==> src/hdl/plm_pkg.sv <==
// Shared widths, constants, types and the command and status structs for the peak level meter.
package plm_pkg;

    localparam int SAMPLE_BITS_DEF = 16;
    localparam int LEVEL_W         = 15;
    localparam int PHASE_W         = 8;
    localparam int CFG_INDEX_W     = 1;
    localparam int CFG_DATA_W      = 15;
    localparam int M_TDATA_W       = 24;

    localparam logic [LEVEL_W-1:0] LEVEL_MAX    = 15'd32767;
    localparam logic [LEVEL_W-1:0] SCALE_RESET  = 15'd1200;
    localparam logic [PHASE_W-1:0] PERIOD_RESET = 8'd10;

    // (9*level + peak) fits in 19 bits; /10 done as *419431 >> 22, exact below 2^22/6
    localparam int SUM_W      = 19;
    localparam int SMOOTH_W   = 4;
    localparam logic [SMOOTH_W-1:0] SMOOTH_KEEP = 4'd9;
    localparam int RECIP_W    = 19;
    localparam logic [RECIP_W-1:0] DIV10_RECIP = 19'd419431;
    localparam int DIV10_SHIFT = 22;
    localparam int QPROD_W    = SUM_W + RECIP_W;
    localparam int DUTY_W     = PHASE_W + 1 + LEVEL_W;

    localparam logic [CFG_INDEX_W-1:0] CFG_LEVEL_SCALE = 1'b0;
    localparam logic [CFG_INDEX_W-1:0] CFG_PWM_PERIOD  = 1'b1;

    typedef enum logic [2:0] {
        ST_IDLE,
        ST_SUM,
        ST_DIV,
        ST_DUTY,
        ST_OUT
    } state_t;

    typedef struct packed {
        logic peak_update;
        logic sum_load;
        logic level_load;
        logic duty_load;
        logic out_load;
    } ctrl_cmd_t;

    typedef struct packed {
        logic out_free;
    } dp_status_t;

endpackage

==> src/hdl/plm_ctrl.sv <==
// Sequencing state machine for the peak level meter.
module plm_ctrl (
    input  logic                  aclk,
    input  logic                  aresetn,
    input  logic                  s_tvalid,
    input  logic                  s_tlast,
    input  logic                  s_tuser,
    output logic                  s_tready,
    input  plm_pkg::dp_status_t   status,
    output plm_pkg::ctrl_cmd_t    cmd
);

    plm_pkg::state_t state_reg, state_next;
    logic            beat_live;

    assign beat_live = s_tvalid && s_tuser;

    always_ff @(posedge aclk) begin
        if (!aresetn) begin
            state_reg <= plm_pkg::ST_IDLE;
        end else begin
            state_reg <= state_next;
        end
    end

    always_comb begin
        state_next = state_reg;
        unique case (state_reg)
            plm_pkg::ST_IDLE: begin
                if (beat_live && s_tlast) begin
                    state_next = plm_pkg::ST_SUM;
                end
            end
            plm_pkg::ST_SUM:  state_next = plm_pkg::ST_DIV;
            plm_pkg::ST_DIV:  state_next = plm_pkg::ST_DUTY;
            plm_pkg::ST_DUTY: state_next = plm_pkg::ST_OUT;
            plm_pkg::ST_OUT: begin
                if (status.out_free) begin
                    state_next = plm_pkg::ST_IDLE;
                end
            end
            default: state_next = plm_pkg::ST_IDLE;
        endcase
    end

    always_comb begin
        s_tready = 1'b0;
        cmd      = '0;
        unique case (state_reg)
            plm_pkg::ST_IDLE: begin
                s_tready        = 1'b1;
                cmd.peak_update = beat_live;
            end
            plm_pkg::ST_SUM:  cmd.sum_load   = 1'b1;
            plm_pkg::ST_DIV:  cmd.level_load = 1'b1;
            plm_pkg::ST_DUTY: cmd.duty_load  = 1'b1;
            plm_pkg::ST_OUT:  cmd.out_load   = status.out_free;
            default: begin
                s_tready = 1'b0;
            end
        endcase
    end

endmodule

==> src/hdl/plm_dp.sv <==
// Datapath: config registers, peak tracker, smoothing, PWM phase and output register.
module plm_dp #(
    parameter int SAMPLE_BITS = plm_pkg::SAMPLE_BITS_DEF
) (
    input  logic                                aclk,
    input  logic                                aresetn,
    input  logic                                cfg_wr_en,
    input  logic [plm_pkg::CFG_INDEX_W-1:0]     cfg_index,
    input  logic [plm_pkg::CFG_DATA_W-1:0]      cfg_data,
    input  logic [SAMPLE_BITS-1:0]              sample,
    input  plm_pkg::ctrl_cmd_t                  cmd,
    output plm_pkg::dp_status_t                 status,
    output logic                                m_tvalid,
    input  logic                                m_tready,
    output logic [plm_pkg::M_TDATA_W-1:0]       m_tdata
);

    localparam int EXT_W = (SAMPLE_BITS > plm_pkg::LEVEL_W + 1) ?
                           SAMPLE_BITS : plm_pkg::LEVEL_W + 1;

    logic [plm_pkg::LEVEL_W-1:0] scale_reg;
    logic [plm_pkg::PHASE_W-1:0] period_reg;
    logic [plm_pkg::LEVEL_W-1:0] peak_reg, peak_next;
    logic [plm_pkg::LEVEL_W-1:0] level_reg;
    logic [plm_pkg::PHASE_W-1:0] phase_reg, phase_next;
    logic [plm_pkg::SUM_W-1:0]   sum_reg;
    logic [plm_pkg::DUTY_W-1:0]  duty_reg;
    logic                        m_valid_reg;
    logic [plm_pkg::M_TDATA_W-1:0] m_data_reg;

    logic [EXT_W-1:0]             mag;
    logic [plm_pkg::LEVEL_W-1:0]  sat;
    logic [plm_pkg::QPROD_W-1:0]  qprod;
    logic [plm_pkg::PHASE_W:0]    phase_inc;
    logic [plm_pkg::LEVEL_W-1:0]  scale_eff;
    logic                         lit;

    // negative samples never beat a peak that starts at zero
    always_comb begin
        mag = EXT_W'(sample);
        if (sample[SAMPLE_BITS-1]) begin
            sat = '0;
        end else if (mag > EXT_W'(plm_pkg::LEVEL_MAX)) begin
            sat = plm_pkg::LEVEL_MAX;
        end else begin
            sat = mag[plm_pkg::LEVEL_W-1:0];
        end
        peak_next = (sat > peak_reg) ? sat : peak_reg;
    end

    always_comb begin
        qprod     = plm_pkg::QPROD_W'(sum_reg) * plm_pkg::QPROD_W'(plm_pkg::DIV10_RECIP);
        phase_inc = {1'b0, phase_reg} + 9'd1;
        if (phase_inc >= {1'b0, period_reg}) begin
            phase_next = '0;
        end else begin
            phase_next = phase_inc[plm_pkg::PHASE_W-1:0];
        end
        scale_eff = (scale_reg == '0) ? plm_pkg::LEVEL_W'(1) : scale_reg;
        // level/scale > phase  <=>  level >= (phase + 1) * scale
        lit       = plm_pkg::DUTY_W'(level_reg) >= duty_reg;
    end

    always_ff @(posedge aclk) begin
        if (!aresetn) begin
            scale_reg  <= plm_pkg::SCALE_RESET;
            period_reg <= plm_pkg::PERIOD_RESET;
        end else if (cfg_wr_en) begin
            unique case (cfg_index)
                plm_pkg::CFG_LEVEL_SCALE: scale_reg  <= cfg_data[plm_pkg::LEVEL_W-1:0];
                plm_pkg::CFG_PWM_PERIOD:  period_reg <= cfg_data[plm_pkg::PHASE_W-1:0];
                default: ;
            endcase
        end
    end

    always_ff @(posedge aclk) begin
        if (!aresetn) begin
            peak_reg  <= '0;
            level_reg <= '0;
            phase_reg <= '0;
        end else begin
            if (cmd.peak_update) begin
                peak_reg <= peak_next;
            end else if (cmd.sum_load) begin
                peak_reg <= '0;
            end
            if (cmd.level_load) begin
                level_reg <= qprod[plm_pkg::DIV10_SHIFT +: plm_pkg::LEVEL_W];
                phase_reg <= phase_next;
            end
        end
    end

    always_ff @(posedge aclk) begin
        if (cmd.sum_load) begin
            sum_reg <= plm_pkg::SUM_W'(level_reg) * plm_pkg::SUM_W'(plm_pkg::SMOOTH_KEEP)
                       + plm_pkg::SUM_W'(peak_reg);
        end
        if (cmd.duty_load) begin
            duty_reg <= plm_pkg::DUTY_W'({1'b0, phase_reg} + 9'd1)
                        * plm_pkg::DUTY_W'(scale_eff);
        end
        if (cmd.out_load) begin
            m_data_reg <= {phase_reg, level_reg, lit};
        end
    end

    always_ff @(posedge aclk) begin
        if (!aresetn) begin
            m_valid_reg <= 1'b0;
        end else if (cmd.out_load) begin
            m_valid_reg <= 1'b1;
        end else if (m_tready) begin
            m_valid_reg <= 1'b0;
        end
    end

    assign status.out_free = !m_valid_reg || m_tready;
    assign m_tvalid        = m_valid_reg;
    assign m_tdata         = m_data_reg;

endmodule

==> src/hdl/peak_level_meter_pwm.sv <==
// Top level of the peak level meter with PWM indicator output.
// Audio samples stream in one beat each; tlast marks the last sample of a block and
// tuser must be 1 for the beat to count (beats with tuser 0 are taken and dropped).
// A mid-block sample only updates the peak. A block-end sample passes five steps:
// peak update, 9*level + peak, the divide by ten as a reciprocal multiply, the
// duty multiply (phase + 1) * scale, and loading the output register. The three
// multiplies run in sequence and no sample is taken meanwhile. The next block's
// samples are taken while the result still waits in the output register; a
// further block end stalls only if that result has not been taken. One result beat
// per block: level is (9*level+peak)/10; indicator lit when level/level_scale > phase.
// Configuration writes are taken at any time but are meant for when the block is idle.
module peak_level_meter_pwm #(
    parameter  int SAMPLE_BITS = plm_pkg::SAMPLE_BITS_DEF,
    localparam int S_TDATA_W   = ((SAMPLE_BITS + 7) / 8) * 8
) (
    input  logic                              aclk,
    input  logic                              aresetn,
    input  logic                              cfg_wr_en,
    input  logic [plm_pkg::CFG_INDEX_W-1:0]   cfg_index,
    input  logic [plm_pkg::CFG_DATA_W-1:0]    cfg_data,
    input  logic                              s_tvalid,
    output logic                              s_tready,
    input  logic [S_TDATA_W-1:0]              s_tdata,   // sample
    input  logic                              s_tlast,   // block end
    input  logic                              s_tuser,   // streaming
    output logic                              m_tvalid,
    input  logic                              m_tready,
    output logic [plm_pkg::M_TDATA_W-1:0]     m_tdata    // pwm_phase, smoothed_level, indicator_on
);

    plm_pkg::ctrl_cmd_t  cmd;
    plm_pkg::dp_status_t status;

    plm_ctrl u_ctrl (
        .aclk     (aclk),
        .aresetn  (aresetn),
        .s_tvalid (s_tvalid),
        .s_tlast  (s_tlast),
        .s_tuser  (s_tuser),
        .s_tready (s_tready),
        .status   (status),
        .cmd      (cmd)
    );

    plm_dp #(
        .SAMPLE_BITS (SAMPLE_BITS)
    ) u_dp (
        .aclk      (aclk),
        .aresetn   (aresetn),
        .cfg_wr_en (cfg_wr_en),
        .cfg_index (cfg_index),
        .cfg_data  (cfg_data),
        .sample    (s_tdata[SAMPLE_BITS-1:0]),
        .cmd       (cmd),
        .status    (status),
        .m_tvalid  (m_tvalid),
        .m_tready  (m_tready),
        .m_tdata   (m_tdata)
    );

endmodule
==> config.mk <==
export PLATFORM = sky130hd
export DESIGN_NAME = peak_level_meter_pwm
export DESIGN_NICKNAME = d
export VERILOG_FILES = /design/src/hdl/plm_pkg.sv /design/src/hdl/plm_ctrl.sv /design/src/hdl/plm_dp.sv /design/src/hdl/peak_level_meter_pwm.sv
export SDC_FILE = /design/constraint.sdc
export NUM_CORES = 1
export LEC_CHECK = 0
export ABC_CLOCK_PERIOD_IN_PS = 15800
export BUFFER_PORTS_ARGS = -buffer_cell sky130_fd_sc_hd__buf_4
export CAP_MARGIN = 20
export CORE_MARGIN = 3
export CORE_UTILIZATION = 66
export CTS_CLUSTER_DIAMETER = 50
export DETAILED_ROUTE_END_ITERATION = 6
export GPL_TIMING_DRIVEN = 0
export PLACE_DENSITY = 0.94
export SLEW_MARGIN = 25
export SYNTH_ARGS = -nofsm -noshare
export SYNTH_HDL_FRONTEND = slang
export SYNTH_SLANG_ARGS = --single-unit
==> constraint.sdc <==
create_clock -name aclk -period 15.8 [get_ports aclk]
set_input_delay 1.58 -clock aclk [delete_from_list [all_inputs] [get_ports aclk]]
set_output_delay 1.58 -clock aclk [all_outputs]
set_load 0.01 [all_outputs]
==> impl_metrics.yaml, run 1 <==
run_status:
  status: "finished with violations"
  violations: "DRC"
worst_setup_path:
  path_class: "reg -> reg"
  crit_start: "u_dp.phase_reg[0]"
  worstSetupEndpointType: "flop"
  crit_fanout: 10
  cp-start-kind: "flop"
  critPathArrivalTime_ns: 7.48
  r2r_start: "u_dp.phase_reg[0]"
  required_ns: 15.98
place:
  place_hpwl_um: 38230
  dp.cells: 2344
  routabilityCongestion: 1.000
  portBuffers: 64
die:
  dieHeight_um: 170.4
  dieWidth_um: 170.4
  initial_core_util: 0.6790
  core-area_um2: 26280
  io_pins: 65
  rows: 59
  dieArea_um2: 29040
global_route:
  track_usage: 0.3580
  use_met3: 0.07015
  use_met2: 0.6151
  grt_start_max_net_pins: 26
  grt.overflow.total: 0
  met1_usage: 0.4101
  grt_pass1_wl_um: 81310
  antenna_found_initial: 0
  grt_pass1_vias: 16100
  grt_busiest_layer: "met2"
logic_synthesis:
  synth_cells: 1944
  synth.net_count: 2491
  synth_ff_type: "edfxtp_1"
  yosysUniqueCellTypes: 68
  synth-seq-cells: 132
  synth_edf_count: 67
  avgSynthCellArea_um2: 9.179
  synth_top_cell_by_area: "fa_1"
  yosysWarnings: 0
  synth.cell_area_um2: 17840
  synth_top_area_share: 0.2670
  async_flop_share: 0
  synthTopCellsByArea: "fa_1 27%, ha_1 19%, edfxtp_1 11%"
  ys_seq_area_frac: 0.1857
timing:
  slew_headroom: 0.3887
  clock.fmax_mhz: 136.9
  fin_crit_ns: 7.303
  setup_tns_ns: 0
  setup_viol: 0
  clock_skew_ns: 0.01201
  tightest_slew_ns: 0.9139
  finalCritPeriodShare: 0.4622
  final-hold-violation-count: 0
  rsz0062_at_grt: "no"
  drv_slew: 0
clock_tree:
  cts_resized: 0
  cts.sinks: 132
  numCtsBuffers: 17
  cts_root_buf: "clkbuf_16"
  cts.clk_slew.worst_paths_ns: 0.07
  postCtsSetupBuffers: 0
  cts_hold_buf: 0
  clkLatencyLatePin_ns: 0.44
  ctsHtreeMaxLevel: 4
  cts_tree: "built"
  clk_path_buf_depth: 2
pwr:
  p_leak_nw: 9.692
  peakVddDrop_mv: 0.2094
  powerDensity_nw_per_um2: 183.3
routing:
  via_count: 14950
  wl_per_cell_um: 21.32
  drt_wl_total_um: 50660
  post-route-drc-count: 19
  drtIter0Drc: 1353
  vias_per_cell: 6.293
  dr.pass1.iters: 7
  drtAntennaViolNets: 0
hold_path:
  worstHoldStart: "u_dp.period_reg[2]"
  hold_class: "reg -> reg"
layout:
  n_antenna_cell: 0
  drive_above_1_share: 0.05585
  num-fill-cells: 1637
  stdcell_count: 2376
  final_cell_mix: "452 x inv_1, 270 x ha_1, 238 x fa_1"
  area_growth_pct: 8.618
  final_common_cell: "inv_1"
  num-nets-final: 2575
job:
  max-cap-violations: 0
-- final cells by class --
cell class	count	area (um2)	area share
well taps	335	419.2	0.02163
inverters	452	1697	0.08754
plain buffers	53	212.7	0.01097
multi-input cells	1307	12640	0.6520
flip-flops and latches	132	3313	0.1709
repair buffers	65	508.0	0.02621
clock inverters	14	165.2	0.008522
clock buffers	18	429.2	0.02214
-- metal layers --
layer / up-vias / share of wire
li1: 6440 / -
met3: 357 / 0.097
met5: - / 0
met1: 7040 / 0.34
met2: 1114 / 0.49
met4: 0 / 0.075
-- critical path, stage by stage (launching register included) --
cell	delay, ns
dfxtp_1	0.46
clkbuf_1	0.43
and3_1	0.25
nand3_1	0.19
xnor2_1	0.77
clkbuf_1	0.56
nand2_1	0.17
fa_1	0.56
inv_1	0.05
fa_1	0.47
fa_1	0.56
inv_1	0.07
fa_1	0.52
inv_1	0.04
ha_1	0.25
or3_1	0.40
a211oi_1	0.37
o31a_1	0.33
o21a_1	0.26
o21ai_0	0.14
xor2_1	0.16
-- report_power, final --
part	switching, mW	internal [mW]	leakage (nW)
Sequential	0.0426	0.387	1.14
Clock	0.176	0.237	0.285
Combinational	1.69	1.02	8.26
Total	1.91	1.64	9.69
-- stage by stage --
step           total power [mW]  setup WS, ns  instance area (um2)    util  hold slack [ns]
3_3_place_gp              2.933         9.258                18740  0.7132           0.4383
5_1_grt                   3.889         8.352                19380  0.7375           0.4868
6_report                  3.552         8.497                19380  0.7375           0.4589
4_1_cts                   3.479         8.880                19370  0.7371           0.4587
2_1_floorplan             2.361         10.33                17840       -           0.4297
3_5_place_dp              3.039         9.059                18780  0.7145           0.4443
-- cell usage after synthesis (19+ instances only) --
| library cell | n |
|---|---|
| edfxtp_1 | 67 |
| nand3_1 | 49 |
| nor2_1 | 56 |
| ha_1 | 270 |
| nand2_1 | 179 |
| a21o_1 | 19 |
| o21ai_0 | 65 |
| nand4_1 | 21 |
| nor3_1 | 19 |
| clkbuf_1 | 44 |
| inv_1 | 452 |
| xnor2_1 | 33 |
| a21oi_1 | 95 |
| and2_1 | 50 |
| nor2b_1 | 31 |
| fa_1 | 238 |
| dfxtp_1 | 65 |
| nand2b_1 | 24 |
-- logic make-up (layout without fill, tap and decap cells) --
kind of cell,Yosys count,after routing,share of synthesized area
adders and majority gates,508,508,0.4563
buffers and inverters,505,602,0.1070
and+or+nand+nor,483,483,0.1346
AOI/OAI and AO/OA,267,267,0.09200
DFF,132,132,0.1857
xor gates and xnor gates,44,44,0.02160
muxes,5,5,0.002805
-- final timing paths --
kind | slack [ns] | end | cells after the start
worst min register to register | 0.46 | u_dp.period_reg[2] | 2
worst min-delay path | 0.46 | u_dp.period_reg[2] | 2
worst max register to register | 8.50 | u_dp.duty_reg[21] | 20
worst max-delay path | 8.50 | u_dp.duty_reg[21] | 20
Power figures use the tool's default switching activity.
==> run 2: changes to the inputs <==
--- a/config.mk
+++ b/config.mk
@@ -5,15 +5,15 @@
 export SDC_FILE = /design/constraint.sdc
 export NUM_CORES = 1
 export LEC_CHECK = 0
-export ABC_CLOCK_PERIOD_IN_PS = 15800
+export ABC_CLOCK_PERIOD_IN_PS = 5980
 export BUFFER_PORTS_ARGS = -buffer_cell sky130_fd_sc_hd__buf_4
 export CAP_MARGIN = 20
 export CORE_MARGIN = 3
-export CORE_UTILIZATION = 66
+export CORE_UTILIZATION = 59
 export CTS_CLUSTER_DIAMETER = 50
 export DETAILED_ROUTE_END_ITERATION = 6
 export GPL_TIMING_DRIVEN = 0
-export PLACE_DENSITY = 0.94
+export PLACE_DENSITY = 0.9
 export SLEW_MARGIN = 25
 export SYNTH_ARGS = -nofsm -noshare
 export SYNTH_HDL_FRONTEND = slang
==> constraint.sdc (replaced) <==
create_clock -name aclk -period 5.98 [get_ports aclk]
set_input_delay 0.598 -clock aclk [delete_from_list [all_inputs] [get_ports aclk]]
set_output_delay 0.598 -clock aclk [all_outputs]
set_load 0.01 [all_outputs]
==> run 2 against run 1 <==
Net effect: the flow still finishes with violations (DRC); clock-buffer cell count shrank 1; sequential share of layout area shrank 0.57 points; critical path depth shrank 1; flip-flop and latch count is the same; maximum frequency grew 23%; clock power grew to 2.6 times the previous value; sequential power grew to 2.6 times the previous value; setup slack lost 8.4 ns; worst hold slack lost 0.066 ns.
==> impl_metrics.yaml, run 2 (synthesis gave the netlist of run 1 again) <==
timing:
  clock.fmax_mhz: 168.8
  finalCritPeriodShare: 0.9905
  tightest_slew_ns: 1.023
  setup_tns_ns: 0
  final-hold-violation-count: 0
  setup_viol: 0
  fin_crit_ns: 5.923
  rsz0062_at_grt: "yes"
  slew_headroom: 0.3091
  clock_skew_ns: 0.01262
  drv_slew: 0
pwr:
  p_leak_nw: 9.927
  powerDensity_nw_per_um2: 493.6
  peakVddDrop_mv: 0.6675
place:
  place_hpwl_um: 36820
  dp.cells: 2399
  routabilityCongestion: 0.9785
  portBuffers: 64
clock_tree:
  cts_root_buf: "clkbuf_16"
  cts.clk_slew.worst_paths_ns: 0.07
  cts.sinks: 132
  cts_hold_buf: 0
  clk_path_buf_depth: 2
  clkLatencyLatePin_ns: 0.43
  cts_tree: "built"
  numCtsBuffers: 17
  ctsHtreeMaxLevel: 4
global_route:
  grt_pass1_vias: 15270
  track_usage: 0.2890
  grt_pass1_wl_um: 76220
  grt.overflow.total: 0
  grt_start_max_net_pins: 26
  antenna_found_initial: 0
layout:
  final_common_cell: "inv_1"
  stdcell_count: 2464
  final_cell_mix: "446 x inv_1, 259 x ha_1, 238 x fa_1"
  num-fill-cells: 2010
  n_antenna_cell: 0
  drive_above_1_share: 0.09836
  post-route-util: 0.6753
  num-nets-final: 2608
  area_growth_pct: 12.47
die:
  rows: 63
  dieWidth_um: 179.9
  dieArea_um2: 32370
  io_pins: 65
  core-area_um2: 29720
  dieHeight_um: 179.9
  initial_core_util: 0.6004
run_status:
  status: "finished with violations"
  violations: "DRC"
worst_setup_path:
  cp-start-kind: "flop"
  critPathArrivalTime_ns: 6.09
  path_class: "reg -> reg"
  required_ns: 6.15
  crit_fanout: 10
  worstSetupEndpointType: "flop"
job:
  max-cap-violations: 0
routing:
  wl_per_cell_um: 19.98
  drtIter0Drc: 1476
  via_count: 14800
  drtAntennaViolNets: 0
  dr.pass1.iters: 7
  drt_wl_total_um: 49230
  post-route-drc-count: 1
  vias_per_cell: 6.005
hold_path:
  hold_class: "in -> reg"
## run 2: changes by cell type in the layout (fill, tap and decap cells not counted), sizes merged
cell and delta:
buf +37, clkinv +2, bufinv -1, clkbuf -5
## run 2: through the flow
stage                     total power [mW]  hold slack, ns  worst slack (ns)  instance area, um2
after floorplan                      6.239          0.4297            0.5081               17840
after detailed placement             8.099          0.4496           -0.6909               18830
after global placement               7.852          0.4373           -0.5559               18810
final                                9.906          0.3926           0.05658               20070
after global routing                 10.76          0.4105           -0.1402               20070
after CTS                            9.273          0.3886         -0.007514               19640
## run 2: final timing paths
path                 startpoint            endpoint  slack (ns)  depth (start not counted)
max           u_dp.phase_reg[1]   u_dp.duty_reg[21]        0.06                         19
min                cfg_data[10]  u_dp.scale_reg[10]        0.39                          3
max reg2reg   u_dp.phase_reg[1]   u_dp.duty_reg[21]        0.06                         19
min reg2reg  u_dp.period_reg[5]  u_dp.period_reg[5]        0.46                          2
## run 2: area by class of cell
type | instances | area, um2 | area share
multi-input combinational | 1307 | 12980 | 0.6467
sequential | 132 | 3317 | 0.1653
inverter | 452 | 1697 | 0.08454
timing repair buffer | 99 | 750.7 | 0.03741
tap | 390 | 488.0 | 0.02432
clock buffer | 17 | 425.4 | 0.02120
buffer | 52 | 245.2 | 0.01222
clock inverter | 15 | 167.7 | 0.008355
## run 2: routing by layer
metal  vias to the layer above  track usage  wire [um]
met2                       928       0.4955      24110
met5                         -            0          0
li1                       6496            -          -
met1                      7138       0.3671      18640
met4                         0       0.1293       2460
met3                       234      0.03865       4017
## run 2: timing repair
item	4_1_cts	5_1_grt
gates resized for setup	28	61
pin swaps	2	7
endpoints found under the setup margin	19	25
setup buffers	10	24
## run 2: where the power goes
group	leakage (nW)	switching [mW]	internal (mW)	total, mW
combinational	8.50	4.82	2.89	7.72
sequential	1.15	0.103	1.02	1.13
clock	0.285	0.470	0.593	1.06
## run 2: worst max-delay path: stages (launching register included)
cell	delay [ns]
dfxtp_1	0.50
ha_4	0.24
xor2_4	0.34
clkbuf_2	0.36
nand2_1	0.13
fa_1	0.57
inv_1	0.07
fa_1	0.52
inv_1	0.06
fa_1	0.47
fa_1	0.55
inv_1	0.05
ha_1	0.31
o21ai_0	0.10
o21ai_0	0.32
a211oi_1	0.13
o31a_1	0.34
o21a_1	0.25
o21ai_0	0.27
xor2_1	0.10
==> run 3: changes to the inputs <==
--- a/config.mk
+++ b/config.mk
@@ -5,15 +5,17 @@
 export SDC_FILE = /design/constraint.sdc
 export NUM_CORES = 1
 export LEC_CHECK = 0
-export ABC_CLOCK_PERIOD_IN_PS = 5980
+export ABC_CLOCK_PERIOD_IN_PS = 6800
 export BUFFER_PORTS_ARGS = -buffer_cell sky130_fd_sc_hd__buf_4
 export CAP_MARGIN = 20
+export CORE_ASPECT_RATIO = 2
 export CORE_MARGIN = 3
-export CORE_UTILIZATION = 59
+export CORE_UTILIZATION = 65
 export CTS_CLUSTER_DIAMETER = 50
 export DETAILED_ROUTE_END_ITERATION = 6
+export GPL_ROUTABILITY_DRIVEN = 0
 export GPL_TIMING_DRIVEN = 0
-export PLACE_DENSITY = 0.9
+export PLACE_DENSITY = 0.93
 export SLEW_MARGIN = 25
 export SYNTH_ARGS = -nofsm -noshare
 export SYNTH_HDL_FRONTEND = slang
==> constraint.sdc (replaced) <==
create_clock -name aclk -period 6.8 [get_ports aclk]
set_input_delay 0.68 -clock aclk [delete_from_list [all_inputs] [get_ports aclk]]
set_output_delay 0.68 -clock aclk [all_outputs]
set_load 0.01 [all_outputs]
==> run 3 against run 2 <==
Net effect: the run ends with DRC, setup timing left; setup slack got worse by 0.10 ns; routed wire length rose by 9.7%; critical path depth did not move; core utilization rose by 4.7 points; total power fell by 12%; sequential power fell by 12%; clock power fell by 5%; register-to-register slack got worse by 0.10 ns; design area fell by 2.8%; critical endpoint unchanged.
==> impl_metrics.yaml, run 3 (synthesis gave the netlist of run 1 again) <==
routing:
  vias_per_cell: 6.313
  via_count: 15090
  wl_per_cell_um: 22.60
  dr.pass1.iters: 7
  drtIter0Drc: 1295
  post-route-drc-count: 5
  drtAntennaViolNets: 0
  drt_wl_total_um: 54010
die:
  rows: 85
  io_pins: 65
  core-area_um2: 27010
  dieHeight_um: 240.3
  dieWidth_um: 123.2
  initial_core_util: 0.6605
  dieArea_um2: 29600
run_status:
  status: "finished with violations"
  violations: "DRC, setup timing"
layout:
  final_cell_mix: "452 x inv_1, 270 x ha_1, 238 x fa_1"
  area_growth_pct: 9.326
  num-nets-final: 2574
  final_common_cell: "inv_1"
  drive_above_1_share: 0.06225
  final_area_um2: 19510
  post-route-util: 0.7221
  stdcell_count: 2390
timing:
  rsz0062_at_grt: "yes"
  hold_ws_ns: 0.4479
  fin_crit_ns: 6.843
  setup_viol: 1
  finalCritPeriodShare: 1.006
  clock_skew_ns: 0.008777
  setup_tns_ns: -0.04318
  drv_slew: 0
  tightest_slew_ns: 0.9327
  worst_slack_ns: -0.04318
  final-hold-violation-count: 0
  clock.fmax_mhz: 146.1
  slew_headroom: 0.3700
pwr:
  p_int_mw: 3.920
  power_mw: 8.680
  power_frac_seq: 0.115
  peakVddDrop_mv: 0.4302
  p_leak_nw: 9.747
  powerDensity_nw_per_um2: 445.0
  p_sw_mw: 4.760
  p_sw_frac: 0.5484
  pwr-share-comb: 0.768
  pwr-share-clk: 0.116
place:
  preCtsSetupSlack_ns: -0.2413
  dp.cells: 2357
  portBuffers: 64
  place_hpwl_um: 42500
  placed_area_um2: 18790
worst_setup_path:
  critPathArrivalTime_ns: 7.03
  r2r_start: "u_dp.phase_reg[0]"
  worstSetupEndpointType: "flop"
  reg2reg_to: "u_dp.duty_reg[21]"
  cp-start-kind: "flop"
  required_ns: 6.99
  reg2regPathDepth: 19
  path_class: "reg -> reg"
  r2r_slack_ns: -0.04
  crit_fanout: 11
clock_tree:
  cts_tree: "built"
  cts_hold_buf: 0
  cts.sinks: 132
  ctsHtreeMaxLevel: 4
  cts_root_buf: "clkbuf_16"
  cts.clk_slew.worst_paths_ns: 0.06
  numCtsBuffers: 17
  postCtsSetupBuffers: 0
  clk_path_buf_depth: 2
  clkLatencyLatePin_ns: 0.45
hold_path:
  hold_class: "reg -> reg"
  hold_end: "u_dp.peak_reg[11]"
  min_path_cells: 2
  worstHoldStart: "u_dp.peak_reg[11]"
global_route:
  track_usage: 0.3839
  grt_pass1_wl_um: 84590
  grt_start_max_net_pins: 26
  antenna_found_initial: 4
  grt.overflow.total: 0
  grt_pass1_vias: 16630
job:
  max-cap-violations: 0
-- run 3: changes by cell type in the layout (fill, tap and decap cells not counted), sizes merged --
cell,previous run,this run
clkinv,5,7
bufinv,1,4
clkinvlp,2,1
clkbuf,58,61
buf,110,73
inv,459,455
diode,0,2
-- run 3: worst max path at each step --
stage                                   end               from  cells past startpoint
final                     u_dp.duty_reg[21]  u_dp.phase_reg[0]                     19
after global routing      u_dp.duty_reg[21]  u_dp.phase_reg[0]                     20
after CTS                 u_dp.duty_reg[21]  u_dp.phase_reg[0]                     19
after detailed placement  u_dp.duty_reg[21]  u_dp.phase_reg[0]                     20
after global placement    u_dp.duty_reg[21]  u_dp.phase_reg[0]                     20
after floorplan           u_dp.duty_reg[21]  u_dp.phase_reg[0]                     21
-- run 3: power by group through the flow --
stage	clock network [mW]	logic [mW]	registers (mW)
3_5_place_dp	0	6.28	1.01
5_1_grt	1.03	7.31	1.00
3_3_place_gp	0	5.98	1.01
6_report	1.01	6.67	1.00
2_1_floorplan	0	4.53	0.955
4_1_cts	0.995	6.41	0.991
-- run 3: critical path: stages, from the launching register on --
cell and delay, ns:
dfxtp_1 0.46, buf_2 0.36, nand3_1 0.18, xnor2_2 0.63, clkbuf_1 0.64, nand2_1 0.16
fa_1 0.54, inv_1 0.08, fa_1 0.47, fa_1 0.56, inv_1 0.07, fa_1 0.54
inv_1 0.05, ha_1 0.25, or3_1 0.36, a211oi_1 0.33, o31a_1 0.35, o21a_1 0.26
o21ai_0 0.14, xor2_1 0.15
-- run 3: cell type report --
type / instances / area (um2)
timing repair buffer: 65 / 500.5
clock inverter: 15 / 203.9
buffer: 52 / 215.2
inverter: 452 / 1697
sequential: 132 / 3313
antenna: 2 / 5.005
tap: 348 / 435.4
clock buffer: 17 / 425.4
fill: 1779 / 7506
multi-input combinational: 1307 / 12710
-- run 3: what timing repair did --
item                       4_1_cts  5_1_grt
setup endpoints to repair        9       11
pin swaps                        0        0
resized for setup                2       19
-- run 3: metal layers --
| layer | up-vias | track usage | part of all wire |
|---|---|---|---|
| li1 | 6438 | - | - |
| met1 | 7124 | 0.3344 | 0.27 |
| met4 | 2 | 0.4101 | 0.14 |
| met3 | 524 | 0.09652 | 0.080 |
| met5 | - | 0 | 0.00020 |
| met2 | 1000 | 0.6612 | 0.51 |
